==> config.mk <==
export PLATFORM = sky130hd
export DESIGN_NAME = utf8_printable_sanitizer
export DESIGN_NICKNAME = d
export VERILOG_FILES = /design/src/rtl/ups_pkg.sv /design/src/rtl/ups_front.sv /design/src/rtl/ups_queue.sv /design/src/rtl/ups_back.sv /design/src/rtl/utf8_printable_sanitizer.sv
export SDC_FILE = /design/constraint.sdc
export NUM_CORES = 1
export LEC_CHECK = 0
export CAP_MARGIN = 30
export CORE_UTILIZATION = 30
export CTS_BUF_LIST = sky130_fd_sc_hd__clkbuf_8 sky130_fd_sc_hd__clkbuf_16
export CTS_CLUSTER_SIZE = 12
export DETAILED_ROUTE_END_ITERATION = 8
export DONT_BUFFER_PORTS = 1
export PLACE_DENSITY = 0.46
export SYNTH_ARGS = -nofsm -noshare
export SYNTH_HDL_FRONTEND = slang
export SYNTH_HIERARCHICAL = 1
export SYNTH_SLANG_ARGS = --single-unit
==> constraint.sdc <==
create_clock -name clk -period 4.05 [get_ports clk]
set_input_delay 0.81 -clock clk [delete_from_list [all_inputs] [get_ports clk]]
set_output_delay 0.81 -clock clk [all_outputs]
set_load 0.02 [all_outputs]
==> src/rtl/ups_pkg.sv <==
// Shared types for the UTF-8 printable sanitizer: the command passed from front to back.
package ups_pkg;

  // Most result bytes that one accepted input byte can release.
  localparam int unsigned SLOTS = 4;

  // One command: the result bytes released by a single input byte.
  typedef struct packed {
    logic [SLOTS-1:0][7:0] bytes;
    logic [SLOTS-1:0]      repl;
    logic [2:0]            count;
    logic                  last;
    logic                  clean;
  } ups_cmd_t;

endpackage

==> src/rtl/ups_front.sv <==
// Front part: takes input bytes, tracks open sequences and builds result commands.
module ups_front
  import ups_pkg::*;
(
  input  logic       clk,
  input  logic       rst_n,
  input  logic       cfg_wr_en,
  input  logic [7:0] cfg_wr_data,
  input  logic       push,
  input  logic       q_full,
  input  logic [7:0] in_byte,
  input  logic       in_last,
  output logic       cmd_push,
  output ups_cmd_t   cmd_data
);

  localparam logic [7:0] CTRL_LIMIT = 8'h20;
  localparam logic [7:0] DEL_CODE   = 8'h7F;
  localparam logic [7:0] REPL_RESET = 8'h3F;

  function automatic logic [2:0] lead_len(input logic [7:0] b);
    logic [2:0] len;
    priority if (b < 8'h80)              len = 3'd1;
    else if ((b & 8'hE0) == 8'hC0)       len = 3'd2;
    else if ((b & 8'hF0) == 8'hE0)       len = 3'd3;
    else if ((b & 8'hF8) == 8'hF0)       len = 3'd4;
    else                                 len = 3'd0;
    return len;
  endfunction

  logic [7:0] repl_r;
  logic [7:0] pend_r [3];
  logic [1:0] pc_r, pc_nxt;
  logic [2:0] need_r, need_nxt;
  logic       clean_r, clean_nxt;

  logic       accept, cont, open, complete;
  logic       seq_done, seq_cut, seq_grow;
  logic [2:0] st_len;
  logic       st_bad, st_emit, st_open;
  logic [1:0] prefix_len;
  logic       prefix_rep;
  logic       tail_valid, tail_rep;
  logic [7:0] tail_byte;
  logic       dirty;
  logic [7:0] p4 [SLOTS];

  assign accept = push && !q_full;

  always_comb begin
    cont     = in_byte[7:6] == 2'b10;
    open     = (need_r != 3'd0) && (pc_r != 2'd0);
    complete = ({1'b0, pc_r} + 3'd1) == need_r;
    seq_done = open && cont && complete;
    seq_cut  = open && cont && !complete && in_last;
    seq_grow = open && cont && !complete && !in_last;

    st_len  = lead_len(in_byte);
    st_bad  = (in_byte < CTRL_LIMIT) || (in_byte == DEL_CODE) || (st_len == 3'd0) ||
              ((st_len > 3'd1) && in_last);
    st_emit = st_bad || (st_len == 3'd1);
    st_open = !st_bad && (st_len > 3'd1);

    // Held bytes come first, either as they are or replaced.
    prefix_len = (open && !seq_grow) ? pc_r : 2'd0;
    prefix_rep = !seq_done;

    priority if (seq_done) begin
      tail_valid = 1'b1;
      tail_byte  = in_byte;
      tail_rep   = 1'b0;
    end else if (seq_cut) begin
      tail_valid = 1'b1;
      tail_byte  = repl_r;
      tail_rep   = 1'b1;
    end else if (seq_grow) begin
      tail_valid = 1'b0;
      tail_byte  = in_byte;
      tail_rep   = 1'b0;
    end else begin
      tail_valid = st_emit;
      tail_byte  = st_bad ? repl_r : in_byte;
      tail_rep   = st_bad;
    end

    p4[0] = pend_r[0];
    p4[1] = pend_r[1];
    p4[2] = pend_r[2];
    p4[3] = 8'h00;

    for (int i = 0; i < SLOTS; i++) begin
      if (3'(i) < {1'b0, prefix_len}) begin
        cmd_data.bytes[i] = prefix_rep ? repl_r : p4[i];
        cmd_data.repl[i]  = prefix_rep;
      end else begin
        cmd_data.bytes[i] = tail_byte;
        cmd_data.repl[i]  = tail_rep;
      end
    end

    dirty = (prefix_rep && (prefix_len != 2'd0)) || (tail_valid && tail_rep);
    cmd_data.count = {1'b0, prefix_len} + {2'b00, tail_valid};
    cmd_data.last  = in_last;
    cmd_data.clean = clean_r && !dirty;
    cmd_push       = accept && (cmd_data.count != 3'd0);

    pc_nxt    = pc_r;
    need_nxt  = need_r;
    clean_nxt = clean_r;
    if (accept) begin
      if (in_last) begin
        pc_nxt    = 2'd0;
        need_nxt  = 3'd0;
        clean_nxt = 1'b1;
      end else begin
        clean_nxt = clean_r && !dirty;
        priority if (seq_grow) begin
          pc_nxt = pc_r + 2'd1;
        end else if (seq_done || !st_open) begin
          pc_nxt   = 2'd0;
          need_nxt = 3'd0;
        end else begin
          pc_nxt   = 2'd1;
          need_nxt = st_len;
        end
      end
    end
  end

  always_ff @(posedge clk) begin
    if (!rst_n) begin
      repl_r  <= REPL_RESET;
      pc_r    <= 2'd0;
      need_r  <= 3'd0;
      clean_r <= 1'b1;
    end else begin
      if (cfg_wr_en) repl_r <= cfg_wr_data;
      pc_r    <= pc_nxt;
      need_r  <= need_nxt;
      clean_r <= clean_nxt;
    end
  end

  always_ff @(posedge clk) begin
    if (accept) begin
      if (seq_grow) begin
        pend_r[pc_r] <= in_byte;
      end else if (!open || !cont) begin
        if (st_open) pend_r[0] <= in_byte;
      end
    end
  end

endmodule

==> src/rtl/ups_queue.sv <==
// Short command queue between front and back, held in flip-flops.
module ups_queue
  import ups_pkg::*;
#(
  parameter int unsigned DEPTH = 4
) (
  input  logic     clk,
  input  logic     rst_n,
  input  logic     wr_en,
  input  ups_cmd_t wr_data,
  input  logic     rd_en,
  output ups_cmd_t rd_data,
  output logic     full,
  output logic     empty
);

  localparam int unsigned PTR_W = (DEPTH > 1) ? $clog2(DEPTH) : 1;
  localparam int unsigned CNT_W = $clog2(DEPTH + 1);

  ups_cmd_t           mem_r [DEPTH];
  logic [PTR_W-1:0]   wr_ptr_r, rd_ptr_r;
  logic [CNT_W-1:0]   cnt_r;
  logic               do_wr, do_rd;

  assign full    = cnt_r == CNT_W'(DEPTH);
  assign empty   = cnt_r == '0;
  assign do_wr   = wr_en && !full;
  assign do_rd   = rd_en && !empty;
  assign rd_data = mem_r[rd_ptr_r];

  function automatic logic [PTR_W-1:0] bump(input logic [PTR_W-1:0] p);
    return (p == PTR_W'(DEPTH - 1)) ? '0 : p + PTR_W'(1);
  endfunction

  always_ff @(posedge clk) begin
    if (!rst_n) begin
      wr_ptr_r <= '0;
      rd_ptr_r <= '0;
      cnt_r    <= '0;
    end else begin
      if (do_wr) wr_ptr_r <= bump(wr_ptr_r);
      if (do_rd) rd_ptr_r <= bump(rd_ptr_r);
      if (do_wr && !do_rd)      cnt_r <= cnt_r + CNT_W'(1);
      else if (do_rd && !do_wr) cnt_r <= cnt_r - CNT_W'(1);
    end
  end

  always_ff @(posedge clk) begin
    if (do_wr) mem_r[wr_ptr_r] <= wr_data;
  end

endmodule

==> src/rtl/ups_back.sv <==
// Back part: holds one command and hands out its bytes one request at a time.
module ups_back
  import ups_pkg::*;
(
  input  logic       clk,
  input  logic       rst_n,
  input  logic       q_empty,
  input  ups_cmd_t   q_data,
  output logic       q_pop,
  output logic       empty,
  input  logic       pop,
  output logic [7:0] out_byte,
  output logic       out_replaced,
  output logic       out_last,
  output logic       out_all_clean
);

  ups_cmd_t   cur_r;
  logic       valid_r;
  logic [1:0] idx_r;
  logic [1:0] last_idx;
  logic       at_end, load;

  assign last_idx      = 2'(cur_r.count - 3'd1);
  assign at_end        = idx_r == last_idx;
  assign load          = !valid_r || (pop && at_end);
  assign q_pop         = load && !q_empty;
  assign empty         = !valid_r;
  assign out_byte      = cur_r.bytes[idx_r];
  assign out_replaced  = cur_r.repl[idx_r];
  assign out_last      = at_end && cur_r.last;
  assign out_all_clean = at_end && cur_r.last && cur_r.clean;

  always_ff @(posedge clk) begin
    if (!rst_n) begin
      valid_r <= 1'b0;
      idx_r   <= 2'd0;
    end else if (load) begin
      valid_r <= !q_empty;
      idx_r   <= 2'd0;
    end else if (pop) begin
      idx_r <= idx_r + 2'd1;
    end
  end

  always_ff @(posedge clk) begin
    if (load && !q_empty) cur_r <= q_data;
  end

endmodule

==> src/rtl/utf8_printable_sanitizer.sv <==
// Top level of the UTF-8 printable sanitizer: front, command queue and back.
//
// The input side behaves as a queue: a byte with its last flag is taken on a
// clock edge where push is high and full is low. The result side is a queue as
// well: while empty is low the oldest result byte, its replaced flag, its last
// flag and the stream's clean flag are shown, and pop takes it.
// Every input byte becomes exactly one result byte, although the bytes of an
// open multi-byte sequence are held back until the sequence completes or breaks,
// when up to four results are released by a single request. The front writes one
// command into a queue of QUEUE_DEPTH entries for each byte that releases results,
// and the back hands out their bytes. A byte that releases results right away is
// registered in the queue and then in the back before it shows. Sustained throughput
// is one byte per cycle on both sides while full is low and pop is high; the queue
// absorbs a burst of up to four released bytes. When the receiver stalls, results
// stay put and the queue fills; full then rises and input stops. Reset (rst_n low at
// a clock edge) empties the queue, closes any open sequence, marks the stream clean
// and sets the replacement byte to '?'. The replacement byte must be written through
// cfg_wr_en and cfg_wr_data only while idle; the block does not enforce it.
module utf8_printable_sanitizer
  import ups_pkg::*;
#(
  parameter int unsigned QUEUE_DEPTH = 4
) (
  input  logic       clk,
  input  logic       rst_n,
  input  logic       cfg_wr_en,
  input  logic [7:0] cfg_wr_data,
  input  logic       push,
  output logic       full,
  input  logic [7:0] in_byte,
  input  logic       in_last,
  output logic       empty,
  input  logic       pop,
  output logic [7:0] out_byte,
  output logic       out_replaced,
  output logic       out_last,
  output logic       out_all_clean
);

  ups_cmd_t cmd_data;
  ups_cmd_t q_data;
  logic     cmd_push;
  logic     q_full, q_empty, q_pop;

  // The input side is full exactly when the command queue is.
  assign full = q_full;

  ups_front u_front (
    .clk        (clk),
    .rst_n      (rst_n),
    .cfg_wr_en  (cfg_wr_en),
    .cfg_wr_data(cfg_wr_data),
    .push       (push),
    .q_full     (q_full),
    .in_byte    (in_byte),
    .in_last    (in_last),
    .cmd_push   (cmd_push),
    .cmd_data   (cmd_data)
  );

  ups_queue #(
    .DEPTH(QUEUE_DEPTH)
  ) u_queue (
    .clk    (clk),
    .rst_n  (rst_n),
    .wr_en  (cmd_push),
    .wr_data(cmd_data),
    .rd_en  (q_pop),
    .rd_data(q_data),
    .full   (q_full),
    .empty  (q_empty)
  );

  ups_back u_back (
    .clk          (clk),
    .rst_n        (rst_n),
    .q_empty      (q_empty),
    .q_data       (q_data),
    .q_pop        (q_pop),
    .empty        (empty),
    .pop          (pop),
    .out_byte     (out_byte),
    .out_replaced (out_replaced),
    .out_last     (out_last),
    .out_all_clean(out_all_clean)
  );

endmodule

After elaboration in Yosys (flattened, before gate mapping)
Memory sizes are Yosys's and may differ from the RTL's. A register that Yosys moved wholly into a read port is not among the register bits. Index checks and enable logic that the tools add are counted.

ROM bits: 0. Logic and storage cells: 146. Output and inout port bits: 13. RAM bits: 188. Input port bits: 22. Flip-flop bits (word level): 24. Bits in latches: 0. Memories kept: 2.

Memories: u_queue.mem_r (words 4, bits a word 41, rd ports 1, clocked after memory_dff 1, wr ports 1, RTL line ups_queue.sv:20) `ups_cmd_t mem_r [DEPTH];`; u_front.pend_r (words 3, bits a word 8, rd ports 3, clocked after memory_dff 0, wr ports 1, RTL line ups_front.sv:32) `logic [7:0] pend_r [3];`.

Divide/modulo/power cells: 0. Magnitude comparators: 7. Equality and inequality tests: 12. $mul: 0. Shifts and indexed selects: 0. Reduce and logical (&&, ||, !) cells: 54. $add $sub $neg: 9. Mux-type cells: 52. Bitwise logic cells: 1.

Operators with widths (number): $mux W8 (12); $mux W3 (9); $mux W1 (23); $logic_and A1 B1 Y1 (22); $bmux W8 S2 (1); $logic_not A1 Y1 (14); $mux W2 (6); $add A2 B1 Y2 const B (4); $eq A8 B7 Y1 const B (1); $logic_or A1 B1 Y1 (8); $lt A8 B6 Y1 const B (1); $lt A8 B8 Y1 const B (1); $reduce_or A8 Y1 (1); $eq A2 B2 Y1 const B (3); $eq A3 B3 Y1 const B (2); $logic_not A3 Y1 (2); $reduce_bool A2 Y1 (3); $reduce_bool A3 Y1 (2); $eq A5 B5 Y1 const B (1); $eq A4 B4 Y1 const B (1); $lt A1 B2 Y1 const A (2); $add A2 B1 Y3 (1); $add A2 B1 Y3 const B (1); $add A3 B1 Y3 const B (1); 13 further kinds (13).

Depth between registers and ports, before layout
Word-level depth: 20. Depth in mapped cells: 20.

Cells and area by module
The synthesis kept the hierarchy.

Modules (own cells, without submodules): ups_queue (cells an instance 266, instances 1, sequential area each 5104.9 sq um, area each 6447.4 sq um); ups_front (cells an instance 210, instances 1, sequential area each 1001.0 sq um, area each 2278.4 sq um); ups_back (cells an instance 72, instances 1, sequential area each 1261.2 sq um, area each 1599.0 sq um).

Worst setup path before layout
Ideal clock, no wire load.

Path type: input to register. Start point: input port in_byte[6]. End point: memory u_queue/mem_r[0][0] (netlist name), enable pin. Buffers on the path: 2. Cell stages on the path: 11. Data required time: 3.648 ns. Data arrival time: 3.859 ns. Setup slack: -0.211 ns. Setup time: 0.402 ns. Cell sequence: clkbuf_1 > nor4_4 > nor3b_2 > nor2_1 > ha_1 > ha_1 > nor3_1 > nor2_1 > nor2b_1 > buf_2 > and2_1.

RTL lines: start: declaration (RTL line utf8_printable_sanitizer.sv:30) `input logic [7:0] in_byte,`; end: declaration (RTL line ups_queue.sv:20).

==> summary.txt <==
Timing
  • Tmin final: 3.80 ns
  • Max Clock Skew: 0.00987 ns
  • Fmax: 0.263 GHz
  • Post-Route Setup TNS: 0 ns
  • Rel. slew slack: 0.399
  • Worst-margin pin slew: 0.902 ns
  • Final setup violation count: 0
  • Max Transition Viols Final: 0
  • Part of the cycle the worst path needs: 0.937
  • Fin. Hold Viols: 0

Floorplan
  • Total die area: 34700 sq um
  • # rows: 67
  • DIE WIDTH: 186 um
  • Ports: 35
  • Initial Util: 0.304
  • Chip height: 186 um
  • Core area: 33400 sq um

Drt
  • Post-route ant nets: 0
  • Iter 0 DRT Violations: 419
  • DR WL/cell: 21.8 um
  • Final wirelength: 22.8 mm
  • DRC Markers: 0
  • Drt first pass iters: 5
  • Total number of vias: 5101
  • Via density: 4.87

Worst setup path
  • Critical path's top delay family: adder cells
  • Bufs and invs on worst path: 2
  • Worst EP required: 4.50 ns
  • FF-to-FF Start: u_front/pc_r[0]
  • Arr. time, crit path: 4.25 ns
  • Element type at the critical path end: register
  • Critical Path Start Type: register
  • Worst Path Max Fanout: 7
  • Slowest cell delay on critical path: 0.43 ns
  • Crit path cell chain: buf_4 > ha_1 > xor2_2 > nor3_4 > nor2_1 > nand2_1 > and3_1 > ha_2 > ha_4 > nor3_1 > nor2_1 > nor2b_4 > ha_4 > inv_1 > fa_1 > xor2_1 > or3_1 > a21boi_0
  • Slowest-stage cell, CP: fa_1
  • Worst setup startpoint: u_front/pc_r[0]
  • WS Path Type: reg2reg
  • FF-to-FF setup slack: 0.25 ns

CTS
  • TritonCTS clock tree: done
  • H-tree Lvls: 1
  • Worst-path clk slew: 0.06 ns
  • Clock Latency Late Sink: 0.53 ns
  • CTS root buf: clkbuf_16
  • Count of clock tree sinks: 250
  • Total CTS buffers: 28
  • Maximum root-to-sink buffer count: 3
  • Hold_buf cts: 0

Cells and area
  • Multi-input logic area: 2780 sq um
  • Nets: 611
  • Ratio of cells with drive above 1 in the final layout: 0.270
  • Layout area overhead: 15.4%
  • FF/Latch Area: 7250 sq um
  • Fillcell total: 3117
  • Total inserted antenna cells: 0

Worst hold path
  • Min-Delay Startpoint: rst_n
  • Worst min path class: in2reg

GRT
  • M2 GR Usage: 0.226
  • Met3 usage: 0.0232
  • Met1 usage: 0.184
  • GRT busiest layer: met2
  • Initial antenna violation count: 0
  • Grt total ovfl: 0
  • Gr usage total: 0.137
  • Vias in the first global route: 5386
  • Pin count of the biggest net entering global routing: 41
  • First-pass GRT wire length: 34.5 mm

Run status
  • Status: completed

Power and ir drop
  • Static Leak: 3.78 nW
  • Max VDD drop: 0.304 mV
  • Pwr Density: 636 nW/um^2
  • Final total power: 7.48 mW

Yosys
  • Syn Area/Cell: 18.8 sq um
  • Synth Instances: 543
  • Synth Warn #: 6
  • Post-Syn Area: 10200 sq um
  • Syn_nets: 576

Placement
  • GPL Wtd Cong: 0.841
  • Port Buffer Count: 0
  • HPWL after DPL: 14.5 mm

Flow run
  • Max-Cap Viols: 0
repair_timing:
action,CTS,global route
setup buffers,0,1
setup endpoints to repair,1,1
resized for setup,1,6
pin swaps,0,0
path summary, 6_finish.rpt:
| check | endpoint | cells past startpoint |
|---|---|---|
| setup / recovery | u_queue/cnt_r[2] | 18 |
| hold / removal | u_front/repl_r[5] | 1 |
| setup reg to reg | u_queue/cnt_r[2] | 18 |
| hold reg to reg | u_queue/wr_ptr_r[1] | 2 |
state kept, by name (all words and copies together) (netlist names), 2 cells and up, named ones only:
register,count
u_queue/rd_ptr_r,2
u_queue/cnt_r,3
u_front/pend_r,24
u_queue/mem_r,160
u_front/repl_r,8
u_front/pc_r,2
u_queue/wr_ptr_r,2
u_front/need_r,3
u_back/idx_r,2
u_back/cur_r,40
layout make-up:
class                   instances  area share
flip-flops and latches        250       0.617
multi-input cells             255       0.236
clock buffers                  32      0.0653
well taps                     448      0.0477
repair buffers                 27      0.0192
clock inverters                19     0.00958
inverters                      16     0.00532
where the power goes:
part / total, mW / switching, mW / internal, mW
logic: 1.45 / 0.845 / 0.608
clock network: 2.38 / 0.977 / 1.40
registers: 3.65 / 0.198 / 3.45
total: 7.48 / 2.02 / 5.46
per-stage QoR:
| step | instance area (sq um) | std cells | hold WS, ns | setup WS, ns | utilization |
|---|---|---|---|---|---|
| finish | 11800 | 1047 | 0.356 | 0.254 | 0.351 |
| floorplan | 10200 | 543 | 0.464 | 0.0237 | - |
| global placement | 10800 | 992 | 0.486 | 0.177 | 0.323 |
| global route | 11800 | 1047 | 0.334 | -0.0174 | 0.351 |
| CTS | 11700 | 1045 | 0.322 | 0.0244 | 0.350 |
| detailed placement | 10800 | 994 | 0.498 | -0.0121 | 0.323 |
per-layer routing:
| layer | up-vias | routed length (um) |
|---|---|---|
| met1 | 2668 | 10000 |
| li1 | 2262 | - |
| met4 | 0 | 545 |
| met2 | 135 | 11100 |
| met5 | - | 0 |
| met3 | 36 | 1090 |
placed cells by master (no fill, tap or decap), drive strengths merged, types with 7 or more instances in the layout:
cell type,n
edfxtp,224
mux4,49
clkbuf,32
nand2,27
buf,27
dfxtp,26
inv,23
mux2i,21
o21ai,16
o221a,12
or2,12
nor2,10
ha,10
clkinv,10
nand3,9
and2,7
(Power assumes the default switching activity.)
